$ cat src/hw/rtl/ordered_list_engine_assert.svh
// Assertion macros of the ordered list engine, used by the datapath.
`ifndef ORDERED_LIST_ENGINE_ASSERT_SVH
`define ORDERED_LIST_ENGINE_ASSERT_SVH

// Same-cycle implication, disabled while reset is asserted.
`define OLE_ASSERT_SAME(lbl, ante, cons, msg) \
	lbl: assert property (@(posedge clk) disable iff (!arst_n) (ante) |-> (cons)) \
		else $error(msg);

// Next-cycle implication, disabled while reset is asserted.
`define OLE_ASSERT_NEXT(lbl, ante, cons, msg) \
	lbl: assert property (@(posedge clk) disable iff (!arst_n) (ante) |=> (cons)) \
		else $error(msg);

`endif

$ cat src/hw/rtl/ole_pkg.sv
// Shared types and constants of the ordered list engine.
package ole_pkg;

	localparam int DATA_W     = 32;
	localparam int ACT_W      = 3;
	localparam int POS_W      = 8;
	localparam int STS_W      = 2;
	localparam int OUT_CNT_W  = 5;
	localparam int DUMP_LIMIT = 16;

	typedef enum logic [ACT_W-1:0] {
		ACT_INS_FRONT = 3'd0,
		ACT_INS_ORD   = 3'd1,
		ACT_DEL_AT    = 3'd2,
		ACT_DEL_LEFT  = 3'd3,
		ACT_DEL_RIGHT = 3'd4,
		ACT_DUMP      = 3'd5
	} action_t;

	typedef enum logic [STS_W-1:0] {
		ST_OK      = 2'd0,
		ST_EMPTY   = 2'd1,
		ST_INVALID = 2'd2,
		ST_FULL    = 2'd3
	} status_t;

	// Commands from the controller to the datapath.
	typedef struct packed {
		logic capture;
		logic scan;
		logic apply;
		logic dump_step;
		logic wrap_step;
	} cmd_t;

	// Status from the datapath to the controller.
	typedef struct packed {
		logic dump_go;
		logic out_last;
		logic wrap_done;
	} sts_t;

endpackage

$ cat src/hw/rtl/ole_ctrl.sv
// Controller state machine of the ordered list engine.
module ole_ctrl import ole_pkg::*; (
	input  logic clk,
	input  logic arst_n,
	input  logic req_valid,
	output logic req_ready,
	output logic rsp_valid,
	input  logic rsp_ready,
	input  sts_t sts,
	output cmd_t cmd
);

	typedef enum logic [5:0] {
		S_IDLE  = 6'b000001,
		S_SCAN  = 6'b000010,
		S_APPLY = 6'b000100,
		S_RESP  = 6'b001000,
		S_DUMP  = 6'b010000,
		S_WRAP  = 6'b100000
	} state_t;

	state_t state_q;
	state_t state_d;

	// Next-state logic.
	always_comb begin
		state_d = state_q;
		unique case (state_q)
			S_IDLE: begin
				if (req_valid) begin
					state_d = S_SCAN;
				end
			end
			S_SCAN: begin
				state_d = S_APPLY;
			end
			S_APPLY: begin
				state_d = sts.dump_go ? S_DUMP : S_RESP;
			end
			S_RESP: begin
				if (rsp_ready) begin
					state_d = S_IDLE;
				end
			end
			S_DUMP: begin
				if (rsp_ready && sts.out_last) begin
					state_d = S_WRAP;
				end
			end
			S_WRAP: begin
				if (sts.wrap_done) begin
					state_d = S_IDLE;
				end
			end
			default: begin
				state_d = S_IDLE;
			end
		endcase
	end

	// State register.
	always_ff @(posedge clk or negedge arst_n) begin
		if (!arst_n) begin
			state_q <= S_IDLE;
		end else begin
			state_q <= state_d;
		end
	end

	// Handshakes and datapath commands.
	assign req_ready = (state_q == S_IDLE);
	assign rsp_valid = (state_q == S_RESP) || (state_q == S_DUMP);

	assign cmd.capture   = (state_q == S_IDLE) && req_valid;
	assign cmd.scan      = (state_q == S_SCAN);
	assign cmd.apply     = (state_q == S_APPLY);
	assign cmd.dump_step = (state_q == S_DUMP) && rsp_ready && !sts.out_last;
	assign cmd.wrap_step = (state_q == S_WRAP) && !sts.wrap_done;

endmodule
$ cat config.mk
export PLATFORM = sky130hd
export DESIGN_NAME = ole_ctrl
export DESIGN_NICKNAME = d
export VERILOG_FILES = /design/src/hw/rtl/ordered_list_engine_assert.svh /design/src/hw/rtl/ole_pkg.sv /design/src/hw/rtl/ole_ctrl.sv
export SDC_FILE = /design/constraint.sdc
export NUM_CORES = 1
export LEC_CHECK = 0
export ABC_AREA = 1
export BUFFER_PORTS_ARGS = -buffer_cell sky130_fd_sc_hd__buf_2
export CORE_AREA = 4 4 41 43
export CTS_CLUSTER_DIAMETER = 150
export DETAILED_ROUTE_END_ITERATION = 10
export DIE_AREA = 0 0 45 47
export MAX_ROUTING_LAYER = met4
export SYNTH_ARGS = -nofsm -noshare
export SYNTH_HDL_FRONTEND = slang
export SYNTH_SLANG_ARGS = --single-unit
$ cat constraint.sdc
create_clock -name clk -period 1.2 [get_ports clk]
set_clock_uncertainty 0.05 [all_clocks]
set_input_delay 0.18 -clock clk [delete_from_list [all_inputs] [get_ports clk]]
set_output_delay 0.18 -clock clk [all_outputs]
set_load 0.1 [all_outputs]
## Word-level counts from Yosys, hierarchy flattened

Index checks and enable logic that the tools add are counted.

| storage, ports and cells | value |
|---|---|
| register bits | 6 |
| word-level logic and storage cells | 26 |

| cells by class | value |
|---|---|
| equal/unequal tests | 10 |
| multiplexer cells | 6 |
| reductions and logical operators | 9 |

Operator list:

| cell | number |
|---|---|
| 6-bit one-hot mux with 6 select lines | 1 |
| 6-bit two-way mux | 4 |
| 2-bit != test (second input constant) | 4 |
| 6-bit by 1-bit equality test with 1-bit output (second input constant) | 1 |
| 6-bit by 2-bit equality test with 1-bit output (second input constant) | 1 |
| 6-bit by 3-bit equality test with 1-bit output (second input constant) | 1 |
| 6-bit by 4-bit equality test with 1-bit output (second input constant) | 1 |
| 6-bit by 5-bit equality test with 1-bit output (second input constant) | 1 |
| 6-bit equality test (second input constant) | 1 |
| 1-bit logical AND | 5 |
| 5-bit two-way mux | 1 |
| 4-bit AND reduction | 1 |
| 1-bit zero test | 2 |
| 1-bit logical OR | 1 |

## Depth between registers and ports, before layout

| depth | value |
|---|---|
| word-level depth | 3 |
| depth in mapped cells | 8 |
| gate-level depth less buffers | 8 |

## Least setup slack after synthesis

OpenSTA, ideal clock, no wires.

| path | value |
|---|---|
| path type | reg2out |
| start point | register state_q[0] |
| end point | output cmd[4] (netlist name) |
| arrival | 2.828 ns |
| data required time | 0.970 ns |
| path slack | -1.858 ns |
| cell stages (with the launch flop) | 5 |
| buffers on the path | 0 |
| cell sequence | dfstp_2 -> inv_1 -> nor2_1 -> inv_1 -> nor3_1 |

RTL lines:

| item | RTL line | text |
|---|---|---|
| start: declaration | ole_ctrl.sv:22 | `state_t state_q;` |
| start signal: assignment | ole_ctrl.sv:66 | `state_q <= state_d;` |
| end: declaration | ole_ctrl.sv:10 | `output cmd_t cmd` |

==> metrics <==
die span in x 45 µm; WP data required around 0.97 ns; routed length on met2 around 1100 µm; Primary FF master, synth dfrtp_1; static leakage 0.494 nW; pwr/cell area approximately 2700 mW/mm²; core area 0.00130 mm²; EDFF count, synth 0; Slew @ Worst Pin 0.215 ns; total grt overflow 0; Register-to-Register Path Depth 9; clock slew at reported path FFs approximately 0.060 ns; RSZ-0062 raised after global routing true; placed cells 95; FF-to-FF Start state_q[4]; CP Class reg2out; antenna cells 0; initial antenna violation count 0; post-DP HPWL approximately 1000 µm; number of buffers added on ports 13; Critical Path AT 1.48 ns; ANT nets after route 0; Max Cap Violations 0; Longest Clk Path Bufs 2; Slew headroom a little under nine tenths; adder-cell share of the synthesized area 0%; Routed WL per cell 16.5 µm; # fillers 93; CTS sink cnt 6; multiplexer share of the synthesized area 0%; GR Util All Layers 18.5%; commonest cells after routing, fill and taps aside buf_4 (17), nand2_1 (8), buf_6 (8), nor2_4 (7), buf_12 (7); Seq/Total Area, Yosys 39.5%; Synth Net Count approximately 60; Mapped Avg Cell Area 7.09 µm²; fmax between 0.5 and 0.6 GHz; H-tree Lvls 1; chip height 47 µm; fraction of layout cells with a size suffix above 1 73.2%; area of the mapped netlist 383 µm²; Num CTS Buffers 3; metal3 WL 99 µm; Startpoint Class flop; DRC Markers 0; ys async rst share between 90% and 100%; first-pass iteration count of the detailed router 5; vias in the first global route 546; critical path fanouts, max 2; Layout area overhead 154%; Starting Density around 29%; Placed Area 729 µm²; top post-synthesis cells by area dfrtp_1 (33%), nand2_1 (14%), inv_1 (8.8%), nor2_1 (7.8%), dfstp_2 (6.9%); Die Area 0.00212 mm²; biggest area consumer among synthesized cells dfrtp_1; Clk Latency, worst-skew pair 0.26 ns; Setup crit start state_q[0]; max FFs per register 6; Multi-input gate area between 300 and 400 µm²; non-filler cells in the finished layout around 110; pins over their slew limit 0; post-synthesis cell count 54; VDD IR-drop max 0.00277 V; period utilisation layout 143%; DR iter-0 viols 7; TritonCTS clock tree built; most common cell after layout, fill and taps aside buf_4; final count of hold timing violations 0; Yosys warnings 0; endpoint class of the critical path primary output; vias post-DR between 500 and 600; Routed WL about 1900 µm; Setup WS post-layout -0.513 ns; FP Rows 13; Compound-Gate Fraction of Synth Area 3.59%; met1 wire length between 600 and 700 µm; via-per-instance ratio 4.96; largest net degree at the start of global routing 7; # IOs 14; gpl congestion roughly 0.77; area fraction of the dominant cell type after synthesis 32.7%; register area 151 µm²; final period demand of the worst path 1.71 ns; Synth Area in Simple Gates 48.0%; run status complete, but fails checks; post-route cell area 971 µm²; HP Class in2reg; xor/xnor share of the synthesized area 0%; synth unique cells 15; largest family of logic cells by synthesized area simple AND/OR/NAND/NOR gates; hold slack roughly 0.067 ns; failing checks setup timing; # setup viols final 11; first-pass GRT wire length 2560 µm; Worst Hold Depth 2; Hold Crit Start sts[2]; Biggest register state_q; Highest Signal Layer met4; Setup Total Neg Slack -4.23 ns; pre-CTS setup slack -0.217 ns; Root Buffer clkbuf_4; Seq cells post-synth 6; Nets 105; biggest regs state_q x6
==> cell families (layout without fill, tap and decap cells) <==
family	Yosys count	after routing
simple gates	37	37
compound gates	2	2
buf+inv	9	52
flops	6	6
==> through the flow <==
step                      util (%)  power (mW)
after floorplan                  -        1.25
after global placement        56.1        1.84
after detailed placement      56.1        1.85
after CTS                     67.2        2.33
after global routing          74.6        2.72
final                         74.6        2.58
==> critical path: stages, from the launching register on <==
cell        delay, ns
dfstp_2          0.56
nor2_4           0.06
and2_4           0.15
buf_6            0.12
nand2_4          0.06
clkinvlp_4       0.10
buf_12           0.17
==> synth_stat cells (3+ instances only) <==
cell type,number
nand2_1,14
inv_1,9
nor2_1,8
dfrtp_1,5
nand4_1,4
nor2_2,3
nor3_1,3
==> power breakdown <==
part,total [mW],internal [mW],switching [mW]
clock network,0.224,0.127,0.0961
logic,2.03,0.910,1.12
registers,0.330,0.269,0.0616
total,2.58,1.31,1.28
==> final timing paths <==
| check | endpoint | slack (ns) |
|---|---|---|
| min | state_q[3] | 0.07 |
| max in group asynchronous | state_q[0] | 0.64 |
| max reg2reg | state_q[5] | -0.38 |
| min reg2reg | state_q[2] | 0.62 |
| min in group asynchronous | state_q[3] | 0.23 |
| max | cmd[0] | -0.51 |
==> timing repair <==
action | CTS | global route
hold buffers | 1 | 0
pin swaps | 11 | 15
endpoints found under the hold margin | 6 | 0
gates resized for setup | 12 | 18
setup buffers | 8 | 6
setup endpoints to repair | 10 | 12
gates cloned | 0 | 0
==> metal layers <==
layer / up-vias / GRT usage, %
met1: 262 / 20.3
li1: 256 / -
met5: - / -
met2: 25 / 30.5
met3: 12 / 5.75
met4: 0 / 8.77
==> layout make-up <==
cell class	instances	area share [%]
clock buffers	4	2.71
inverters	9	4.25
multi-input cells	39	34.5
flip-flops and latches	6	15.6
well taps	15	1.93
repair buffers	39	41.0
Note: power is estimated with default switching activity, not from simulation.
