==> src/hw/rtl/ordered_list_engine_assert.svh <==
// Assertion macros of the ordered list engine, used by the datapath.
`ifndef ORDERED_LIST_ENGINE_ASSERT_SVH
`define ORDERED_LIST_ENGINE_ASSERT_SVH

// Same-cycle implication, disabled while reset is asserted.
`define OLE_ASSERT_SAME(lbl, ante, cons, msg) \
	lbl: assert property (@(posedge clk) disable iff (!arst_n) (ante) |-> (cons)) \
		else $error(msg);

// Next-cycle implication, disabled while reset is asserted.
`define OLE_ASSERT_NEXT(lbl, ante, cons, msg) \
	lbl: assert property (@(posedge clk) disable iff (!arst_n) (ante) |=> (cons)) \
		else $error(msg);

`endif

==> src/hw/rtl/ole_pkg.sv <==
// Shared types and constants of the ordered list engine.
package ole_pkg;

	localparam int DATA_W     = 32;
	localparam int ACT_W      = 3;
	localparam int POS_W      = 8;
	localparam int STS_W      = 2;
	localparam int OUT_CNT_W  = 5;
	localparam int DUMP_LIMIT = 16;

	typedef enum logic [ACT_W-1:0] {
		ACT_INS_FRONT = 3'd0,
		ACT_INS_ORD   = 3'd1,
		ACT_DEL_AT    = 3'd2,
		ACT_DEL_LEFT  = 3'd3,
		ACT_DEL_RIGHT = 3'd4,
		ACT_DUMP      = 3'd5
	} action_t;

	typedef enum logic [STS_W-1:0] {
		ST_OK      = 2'd0,
		ST_EMPTY   = 2'd1,
		ST_INVALID = 2'd2,
		ST_FULL    = 2'd3
	} status_t;

	// Commands from the controller to the datapath.
	typedef struct packed {
		logic capture;
		logic scan;
		logic apply;
		logic dump_step;
		logic wrap_step;
	} cmd_t;

	// Status from the datapath to the controller.
	typedef struct packed {
		logic dump_go;
		logic out_last;
		logic wrap_done;
	} sts_t;

endpackage

==> src/hw/rtl/ole_datapath.sv <==
// Datapath of the ordered list engine: entry cells, compare row and result register.
`include "ordered_list_engine_assert.svh"

module ole_datapath import ole_pkg::*; #(
	parameter int CAPACITY = 16
) (
	input  logic                     clk,
	input  logic                     arst_n,
	input  cmd_t                     cmd,
	output sts_t                     sts,
	input  logic [ACT_W-1:0]         in_action,
	input  logic signed [DATA_W-1:0] in_value,
	input  logic [POS_W-1:0]         in_position,
	output logic [STS_W-1:0]         out_status,
	output logic signed [DATA_W-1:0] out_data,
	output logic [OUT_CNT_W-1:0]     out_count,
	output logic                     out_last
);

	localparam int IDX_W = (CAPACITY > 1) ? $clog2(CAPACITY) : 1;
	localparam int CNT_W = $clog2(CAPACITY + 1);

	action_t                  act_q;
	logic signed [DATA_W-1:0] val_q;
	logic [POS_W-1:0]         pos_q;
	logic [CAPACITY-1:0]      lt_q;
	logic signed [DATA_W-1:0] ent_q [CAPACITY];
	logic [CNT_W-1:0]         cnt_q;
	logic [CNT_W-1:0]         rot_q;
	status_t                  status_q;
	logic signed [DATA_W-1:0] data_q;
	logic                     last_q;

	logic                     is_ins;
	logic                     is_del;
	logic                     full;
	logic                     empty;
	logic [IDX_W-1:0]         ord_idx;
	logic [IDX_W-1:0]         ins_idx;
	logic [POS_W:0]           pos_x;
	logic [POS_W:0]           n_x;
	logic [POS_W:0]           del_pos;
	logic                     del_ok;
	logic [IDX_W-1:0]         del_idx;
	logic signed [DATA_W-1:0] del_val;
	logic [CNT_W-1:0]         lim;
	logic                     ins_we;
	logic                     del_we;
	logic                     rot_we;
	logic                     dump_start;

	// Request decode.
	assign is_ins = (act_q == ACT_INS_FRONT) || (act_q == ACT_INS_ORD);
	assign is_del = (act_q == ACT_DEL_AT) || (act_q == ACT_DEL_LEFT) || (act_q == ACT_DEL_RIGHT);
	assign full   = (cnt_q == CNT_W'(CAPACITY));
	assign empty  = (cnt_q == '0);

	// First cell that is not smaller than the new value; cells past the count never are.
	always_comb begin
		ord_idx = '0;
		for (int i = CAPACITY - 1; i >= 0; i--) begin
			if (!lt_q[i]) begin
				ord_idx = IDX_W'(i);
			end
		end
	end

	assign ins_idx = (act_q == ACT_INS_ORD) ? ord_idx : '0;

	// Position check and removal index for the three delete flavors.
	assign pos_x = {1'b0, pos_q};
	assign n_x   = (POS_W + 1)'(cnt_q);

	always_comb begin
		del_ok  = 1'b0;
		del_pos = '0;
		unique case (act_q)
			ACT_DEL_AT: begin
				del_ok  = (pos_x != '0) && (pos_x <= n_x);
				del_pos = pos_x - (POS_W + 1)'(1);
			end
			ACT_DEL_LEFT: begin
				del_ok  = (pos_x > (POS_W + 1)'(1)) && (pos_x <= n_x);
				del_pos = pos_x - (POS_W + 1)'(2);
			end
			ACT_DEL_RIGHT: begin
				del_ok  = (pos_x != '0) && (pos_x < n_x);
				del_pos = pos_x;
			end
			default: begin
				del_ok  = 1'b0;
				del_pos = '0;
			end
		endcase
	end

	assign del_idx = IDX_W'(del_pos);

	// Each cell offers its word when it is the one being removed.
	always_comb begin
		del_val = '0;
		for (int i = 0; i < CAPACITY; i++) begin
			if (IDX_W'(i) == del_idx) begin
				del_val = ent_q[i];
			end
		end
	end

	// Number of entries a dump streams.
	always_comb begin
		if (32'(cnt_q) > DUMP_LIMIT) begin
			lim = CNT_W'(DUMP_LIMIT);
		end else begin
			lim = cnt_q;
		end
	end

	assign dump_start = cmd.apply && (act_q == ACT_DUMP) && !empty;
	assign ins_we     = cmd.apply && is_ins && !full;
	assign del_we     = cmd.apply && is_del && !empty && del_ok;
	assign rot_we     = dump_start || cmd.dump_step || cmd.wrap_step;

	// Request capture and the compare row.
	always_ff @(posedge clk) begin
		if (cmd.capture) begin
			act_q <= action_t'(in_action);
			val_q <= in_value;
			pos_q <= in_position;
		end
		if (cmd.scan) begin
			for (int i = 0; i < CAPACITY; i++) begin
				lt_q[i] <= (CNT_W'(i) < cnt_q) && (ent_q[i] < val_q);
			end
		end
	end

	// Entry cells: shift right on insert, shift left on delete, rotate during a dump.
	always_ff @(posedge clk) begin
		for (int i = 0; i < CAPACITY; i++) begin
			if (ins_we) begin
				if (IDX_W'(i) == ins_idx) begin
					ent_q[i] <= val_q;
				end else if (IDX_W'(i) > ins_idx) begin
					ent_q[i] <= ent_q[(i == 0) ? 0 : i - 1];
				end
			end else if (del_we) begin
				if ((IDX_W'(i) >= del_idx) && (i < CAPACITY - 1)) begin
					ent_q[i] <= ent_q[(i == CAPACITY - 1) ? i : i + 1];
				end
			end else if (rot_we) begin
				if (CNT_W'(i + 1) == cnt_q) begin
					ent_q[i] <= ent_q[0];
				end else if (CNT_W'(i + 1) < cnt_q) begin
					ent_q[i] <= ent_q[(i == CAPACITY - 1) ? i : i + 1];
				end
			end
		end
	end

	// Entry count and dump rotation count.
	always_ff @(posedge clk or negedge arst_n) begin
		if (!arst_n) begin
			cnt_q <= '0;
			rot_q <= '0;
		end else begin
			if (ins_we) begin
				cnt_q <= cnt_q + CNT_W'(1);
			end else if (del_we) begin
				cnt_q <= cnt_q - CNT_W'(1);
			end
			if (dump_start) begin
				rot_q <= CNT_W'(1);
			end else if (cmd.dump_step || cmd.wrap_step) begin
				rot_q <= rot_q + CNT_W'(1);
			end
		end
	end

	// Result register.
	always_ff @(posedge clk) begin
		if (cmd.apply) begin
			last_q <= 1'b1;
			data_q <= '0;
			unique case (act_q)
				ACT_INS_FRONT, ACT_INS_ORD: begin
					status_q <= full ? ST_FULL : ST_OK;
				end
				ACT_DEL_AT, ACT_DEL_LEFT, ACT_DEL_RIGHT: begin
					if (empty) begin
						status_q <= ST_EMPTY;
					end else if (del_ok) begin
						status_q <= ST_OK;
						data_q   <= del_val;
					end else begin
						status_q <= ST_INVALID;
					end
				end
				ACT_DUMP: begin
					if (empty) begin
						status_q <= ST_EMPTY;
					end else begin
						status_q <= ST_OK;
						data_q   <= ent_q[0];
						last_q   <= (lim == CNT_W'(1));
					end
				end
				default: begin
					status_q <= ST_INVALID;
				end
			endcase
		end else if (cmd.dump_step) begin
			status_q <= ST_OK;
			data_q   <= ent_q[0];
			last_q   <= (32'(rot_q) + 1 == 32'(lim));
		end
	end

	assign out_status = status_q;
	assign out_data   = data_q;
	assign out_count  = OUT_CNT_W'(cnt_q);
	assign out_last   = last_q;

	assign sts.dump_go   = (act_q == ACT_DUMP) && !empty;
	assign sts.out_last  = last_q;
	assign sts.wrap_done = (rot_q == cnt_q);

	// A successful insert reports ok and grows the list by one.
	`OLE_ASSERT_NEXT(a_ins_grow, ins_we,
		(status_q == ST_OK) && (cnt_q == $past(cnt_q) + 1), "insert did not grow the list")

	// A delete that reports ok shrinks the list by one.
	`OLE_ASSERT_NEXT(a_del_shrink, cmd.apply && is_del,
		(status_q != ST_OK) || (cnt_q == $past(cnt_q) - 1), "delete did not shrink the list")

	// Streaming and rewinding a dump leave the count alone.
	`OLE_ASSERT_NEXT(a_dump_count, cmd.dump_step || cmd.wrap_step, $stable(cnt_q),
		"dump changed the count")

	// Rotation never runs past the number of entries.
	`OLE_ASSERT_SAME(a_rot_bound, cmd.dump_step || cmd.wrap_step, rot_q < cnt_q,
		"dump rotated too far")

endmodule

==> config.mk <==
export PLATFORM = sky130hd
export DESIGN_NAME = ole_datapath
export DESIGN_NICKNAME = d
export VERILOG_FILES = /design/src/hw/rtl/ole_pkg.sv /design/src/hw/rtl/ole_datapath.sv
export VERILOG_INCLUDE_DIRS = /design/src /design/src/hw/rtl
export SDC_FILE = /design/constraint.sdc
export NUM_CORES = 2
export LEC_CHECK = 0
export BUFFER_PORTS_ARGS = -buffer_cell sky130_fd_sc_hd__buf_2
export CORE_UTILIZATION = 38
export CTS_BUF_LIST = sky130_fd_sc_hd__clkbuf_8
export DETAILED_ROUTE_END_ITERATION = 12
export HOLD_SLACK_MARGIN = 0.1
export PLACE_DENSITY = 0.53
export REMOVE_ABC_BUFFERS = 1
export SETUP_SLACK_MARGIN = 0.1
export SLEW_MARGIN = 20
export SYNTH_ARGS = -nofsm -noshare
export SYNTH_HDL_FRONTEND = slang
export SYNTH_SLANG_ARGS = --single-unit
==> constraint.sdc <==
create_clock -name clk -period 5.5 [get_ports clk]
set_input_delay 1.1 -clock clk [delete_from_list [all_inputs] [get_ports clk]]
set_output_delay 1.1 -clock clk [all_outputs]
set_load 0.02 [all_outputs]
=== Word level (Yosys, flattened, before mapping) ===
Memory sizes are Yosys's and may differ from the RTL's.
Cells that the tools add are included.

* Bits in latches: 0
* Memories: 1
* Flip-flop bits (word level): 104
* Bits in writable memories: 512
* Word-level logic and storage cells: 715
* ROM bits: 0

{| class="wikitable"
|+ Memory list
! name !! depth !! width !! read ports !! clocked after memory_dff !! write ports !! line !! text
|-
| ent_q || 16 || 32 || 16 || 0 || 16 || ole_datapath.sv:27 || <nowiki>logic signed [DATA_W-1:0] ent_q [CAPACITY];</nowiki>
|}

* Bitwise logic cells: 63
* Add/sub/neg operators: 6
* Equal/unequal tests: 55
* Shifts and indexed selects: 0
* Multiplexer cells: 468
* Reduce and logical (&&, ||, !) cells: 45
* Multiply operators: 0
* Magnitude comparators: 68
* Divide/modulo/power cells: 0

{| class="wikitable"
|+ Operator list
! operator !! count
|-
| $mux 32 || 84
|-
| $lt 32x32->1 || 16
|-
| $mux 1 || 353
|-
| $mux 4 || 17
|-
| $eq 4x4->1 const A || 16
|-
| $pmux 32 s2 || 1
|-
| $or 1x1->1 || 63
|-
| $eq 4x5->1 const A || 8
|-
| $lt 4x5->1 const A || 8
|-
| $eq 3x4->1 const A || 8
|-
| $gt 4x4->1 const A || 8
|-
| $ge 4x4->1 const A || 7
|-
| $logic_and 1x1->1 || 27
|-
| $mux 5 || 5
|-
| $eq 3x5->1 const A || 4
|-
| $lt 3x5->1 const A || 4
|-
| $eq 2x4->1 const A || 4
|-
| $ge 3x4->1 const A || 4
|-
| $gt 3x4->1 const A || 4
|-
| $pmux 4 s3 || 1
|-
| $add 5x1->5 const B || 2
|-
| $eq 2x5->1 const A || 2
|-
| $lt 1x5->1 const A || 2
|-
| $lt 2x5->1 const A || 2
|-
| 35 further kinds || 55
|}

=== Logic depth before layout (Yosys ltp) ===
* Depth after elaboration: 26
* Depth in mapped cells: 15
* Mapped depth without buffers: 10

=== Worst setup path after synthesis ===
No wires, ideal clock.

* Kind: register to register
* Start point: reg cnt_q[4] (netlist: out_count[4])
* End point: mem ent_q[15][0] (netlist: ent_q[1][224]) (enable)
* Data arrival time: 4.666 ns
* Cell stages (with the launch flop): 11
* Slack: 0.369 ns
* Data required time: 5.034 ns
* Period minus slack after synthesis: 5.131 ns
* Library setup time: 0.466 ns
* Buffers on the path: 2
* Path through: dfrtp_1 > clkbuf_1 > inv_1 > ha_1 > and4_1 > and2_1 > o211ai_1 > nor3_2 > buf_2 > or2_2 > o21ai_0

{| class="wikitable"
|+ RTL lines
! item !! line !! text
|-
| start: declaration || ole_datapath.sv:28 || <nowiki>logic [CNT_W-1:0] cnt_q;</nowiki>
|-
| start signal: assignment || ole_datapath.sv:167 || <nowiki>cnt_q <= cnt_q + CNT_W'(1);</nowiki>
|-
| start signal: assignment || ole_datapath.sv:169 || <nowiki>cnt_q <= cnt_q - CNT_W'(1);</nowiki>
|-
| end: declaration || ole_datapath.sv:27 ||
|}

=== Worst setup path in the final report ===
* Start point: reg pos_q[1]
* End point: reg data_q[22] (netlist: out_data[22]), data pin

* Longest elaborated chain between the ends: 23
* Elaborated cells on any way between the ends: 47
* Classes of those cells: add/sub: 2; order compare: 3; eq/ne: 15; mux: 22; reduce/logical: 5

{| class="wikitable"
|+ Ends and longest elaborated chain
! item !! line !! text
|-
| start: declaration || ole_datapath.sv:25 || <nowiki>logic [POS_W-1:0] pos_q;</nowiki>
|-
| start signal: assignment || ole_datapath.sv:128 || <nowiki>pos_q <= in_position;</nowiki>
|-
| $sub 4x2->4 / $sub 4x1->4 (equally long branches) || ole_datapath.sv:84, ole_datapath.sv:80 ||
|-
| $pmux 4 s3 || ole_datapath.sv:77 || <nowiki>unique case (act_q)</nowiki>
|-
| $logic_not 4->1 || ole_datapath.sv:103 || <nowiki>if (IDX_W'(i) == del_idx) begin</nowiki>
|-
| $mux 32 (16 in a row) || ole_datapath.sv:103 ||
|-
| $mux 32 * || ole_datapath.sv:191 || <nowiki>end else if (del_ok) begin</nowiki>
|-
| $mux 32 * || ole_datapath.sv:189 || <nowiki>if (empty) begin</nowiki>
|-
| $pmux 32 s2 * || ole_datapath.sv:184 || <nowiki>unique case (act_q)</nowiki>
|-
| $mux 32 * || ole_datapath.sv:181 || <nowiki>if (cmd.apply) begin</nowiki>
|-
| end signal: assignment || ole_datapath.sv:193 || <nowiki>data_q <= del_val;</nowiki>
|-
| end signal: assignment || ole_datapath.sv:203 || <nowiki>data_q <= ent_q[0];</nowiki>
|-
| end signal: assignment || ole_datapath.sv:213 || <nowiki>data_q <= ent_q[0];</nowiki>
|-
| end: declaration || ole_datapath.sv:31 || <nowiki>logic signed [DATA_W-1:0] data_q;</nowiki>
|}

Mark *: on every way between the ends. The rest lies on a longest branch, timed or not.
A chain may end at the register's enable or synchronous reset.

==> metrics.md <==
| Metric | Value |
|---|---|
| Status | `complete, no violations` |
| Worst-path fanout max | `18` |
| Part of the cycle the worst path needs | `97.0%` |
| Post-Layout Cell Count | `6763` |
| Placed cell area | `50500 um2` |
| Relative slew slack | `12.9%` |
| Worst r2r src | `pos_q[1]$_DFFE_PP_` |
| DR vias/cell | `6.72` |
| Finish-stage setup viols | `0` |
| DRT iter0 DRCs | `6007` |
| DIE HEIGHT | `357 um` |
| Post-Place Cells | `6530` |
| Wire per inst | `33.2 um` |
| Sw Pwr | `0.0154 W` |
| CP endpoint kind | `flop` |
| First-pass GRT wire length | `320000 um` |
| WS Path Type | `flop to flop` |
| Max Freq | `187 MHz` |
| Inserted Clock Buffers | `121` |
| Critical hold path startpoint | `in_value[3]` |
| Via count | `45400` |
| Synth Cell Area | `47900 um2` |
| Startpoint Class | `flop` |
| Mean post-synth cell area | `9.58 um2` |
| Synth warn | `0` |
| Drt drc | `0` |
| Slowest stage delay, CP | `1040 ps` |
| Worst Path Buf+Inv | `1` |
| Final Power | `0.0315 W` |
| Pre-CTS setup slack | `408 ps` |
| Post-Syn Instances | `4996` |
| Initial Util | `38.5%` |
| Worst VDD drop | `326 uV` |
| Multi-input gate area | `27600 um2` |
| Final setup margin | `163 ps` |
| Setup Skew | `71.1 ps` |
| Hold endpoint | `val_q[3]$_DFFE_PP_` |
| Storage element area | `18400 um2` |
| Sw Share | `48.7%` |
| Most frequent cells in the layout | `606 x edfxtp_1, 511 x ha_1, 482 x nand2_1` |
| Reg2reg end | `out_data[22]$_DFFE_PP_` |
| Seq/Total Area, Yosys | `38.5%` |
| Worst-margin pin slew | `1300 ps` |
| CTS tree | `built` |
| Final #Nets | `5579` |
| Pleak | `21.0 nW` |
| Final HPWL DP | `172000 um` |
| Yosys cell types | `105` |
| Routability Congestion | `0.978` |
| Final Instance Area | `52900 um2` |
| Reg power frac | `40.1%` |
| Clock transition at path regs | `70 ps` |
| Ys async rst share | `1.62%` |
| Flops & latches, synth | `616` |
| # rows | `129` |
| Global Route Usage Sum | `34.3%` |
| Worst path cell trace | `inv_1 -> ha_1 -> nor2b_1 -> a31oi_1 -> and2_1 -> nor3_4 -> a211oi_2 -> o221ai_1 -> a2111oi_1 -> o31a_1` |
| Part of the power in the clock network | `14.9%` |
| Htree depth | `3` |
| Io pins | `93` |
| Commonest non-fill, non-tap cell in the layout | `edfxtp_1` |
| Final hold violations | `0` |
| Combinational share of power | `45.0%` |
| Initial antenna violation count | `4` |
| Layout area overhead | `10.5%` |
| # fillers | `12300` |
| Max-cap violations | `0` |
| Final wirelength | `225000 um` |
| Clock sinks | `616` |
| R2R setup slack | `160 ps` |
| Post-synth top flop | `edfxtp_1` |
| Die W | `357 um` |
| Slowest CP cell | `a2111oi_1` |
| Pwr dens | `596 nW/um2` |
| Final Slew Violations | `0` |
| Final core area utilization | `42.5%` |
| Longest Clk Path Bufs | `3` |
| Internal | `0.0162 W` |
| Largest net degree at the start of global routing | `65` |
| Core Box Area | `124000 um2` |
| PortBufs | `92` |
| Share of cells above drive strength 1 | `11.9%` |
| HP Class | `primary input to flop` |
| Clock Latency Late Sink | `870 ps` |
| GRT overflow | `0` |
| Drt first pass iters | `7` |
| EDFF count, synth | `606` |
| Worst path required time | `6220 ps` |
| Top delay family on crit path | `compound AO/OA/AOI/OAI gates` |
| Root Buffer | `clkbuf_8` |
| RSZ-0062 raised after global routing | `false` |
| R2R cell count | `10` |
| Stages on worst setup path | `10` |
| Hold depth | `1` |
| Vias in the first global route | `43600` |
| ANT nets after route | `0` |
| Crit path arrival time | `6060 ps` |
| Die area | `127000 um2` |
| Final Critical Period | `5340 ps` |
-- worst max path at each step --
stage	endpoint	start	slack, ps
after global routing	out_data[22]$_DFFE_PP_	pos_q[1]$_DFFE_PP_	210
after detailed placement	out_data[22]$_DFFE_PP_	pos_q[1]$_DFFE_PP_	410
final	out_data[22]$_DFFE_PP_	pos_q[1]$_DFFE_PP_	160
after floorplan	ent_q[1][192]$_DFFE_PP_	out_count[4]$_DFFE_PN0P_	-2350
after CTS	out_data[22]$_DFFE_PP_	pos_q[1]$_DFFE_PP_	380
after global placement	out_data[22]$_DFFE_PP_	pos_q[1]$_DFFE_PP_	140
-- cell type report --
class                           instances  share of cell area (%)
Clock buffer                          125                    3.25
Sequential cell                       616                    34.9
Antenna cell                            4                  0.0189
Timing Repair Buffer                  324                    4.25
Clock inverter                        102                    1.05
Inverter                               65                   0.461
Multi-Input combinational cell       3890                    52.2
Tap cell                             1637                    3.87
-- synthesized netlist by cell type, drive strengths merged (5+ instances only) --
cell | count | share of area, %
a21oi | 388 | 4.2
dfrtp | 10 | 0.52
a22oi | 245 | 3.9
xor2 | 6 | 0.11
nor2b | 42 | 0.55
clkbuf | 276 | 2.2
o21ai | 368 | 3.9
mux2i | 156 | 3.3
a21o | 113 | 1.8
nor3 | 84 | 0.95
and4 | 33 | 0.60
a211o | 5 | 0.091
o221a | 61 | 1.4
o211ai | 55 | 0.86
and3 | 22 | 0.29
nand3b | 5 | 0.078
a222oi | 45 | 0.94
o221ai | 8 | 0.15
inv | 62 | 0.49
mux2 | 44 | 1.0
a211oi | 67 | 1.1
o22ai | 237 | 3.1
nand2 | 483 | 3.8
a221oi | 12 | 0.23
o211a | 5 | 0.10
a2111oi | 17 | 0.31
edfxtp | 606 | 38
nand3 | 90 | 0.95
o21a | 21 | 0.33
or2 | 7 | 0.091
a221o | 75 | 1.6
a31oi | 117 | 1.6
ha | 511 | 13
nor2 | 314 | 2.5
xnor2 | 10 | 0.18
buf | 149 | 1.8
nand2b | 45 | 0.60
or3 | 9 | 0.12
nand4 | 75 | 0.99
and2 | 12 | 0.16
o31ai | 24 | 0.39
nor4 | 13 | 0.17
o31a | 8 | 0.15
-- timing repair --
| item | 4_1_cts | 5_1_grt |
|---|---|---|
| hold buffers | 1 | 0 |
| hold endpoints to repair | 10 | 0 |
| setup endpoints to repair | 0 | 0 |
| setup buffers | 0 | 0 |
| gates resized for setup | 0 | 0 |
-- state kept, by name (all words and copies together) (netlist names) --
register,cells
out_count,5
lt_q,16
out_status,2
pos_q,8
rot_q,5
out_last,1
out_data,32
val_q,32
ent_q,512
act_q,3
-- per-layer routing --
layer  up-vias  GRT usage (%)  share of wire (%)
li1      19800              -                  -
met1     22300           42.7                 38
met2      2631           54.6                 45
met3       683           5.21                8.0
met4         2           24.3                8.4
met5         -              0             0.0062
-- per-stage QoR --
step | TNS (ps) | hold slack (ps)
after CTS | 0 | 375
after global routing | 0 | 386
after detailed placement | 0 | 564
after global placement | 0 | 564
after floorplan | -754730 | 569
final | 0 | 416
-- cell families after synthesis --
logic type / synth area share (%)
compound gates: 26.8
xor+xnor: 0.293
fa+ha+maj: 13.4
buf+inv: 4.47
flops: 38.5
mux: 4.30
simple gates: 12.2
-- power by group through the flow --
| stage | registers, W | logic, W | clock network [W] |
|---|---|---|---|
| 2_1_floorplan | 0.0108 | 0.00833 | 0 |
| 3_3_place_gp | 0.0126 | 0.0134 | 0 |
| 3_5_place_dp | 0.0126 | 0.0137 | 0 |
| 4_1_cts | 0.0125 | 0.0138 | 0.00474 |
| 5_1_grt | 0.0127 | 0.0154 | 0.00490 |
| 6_report | 0.0126 | 0.0142 | 0.00470 |
No activity file was read; power rests on OpenSTA's default activity.
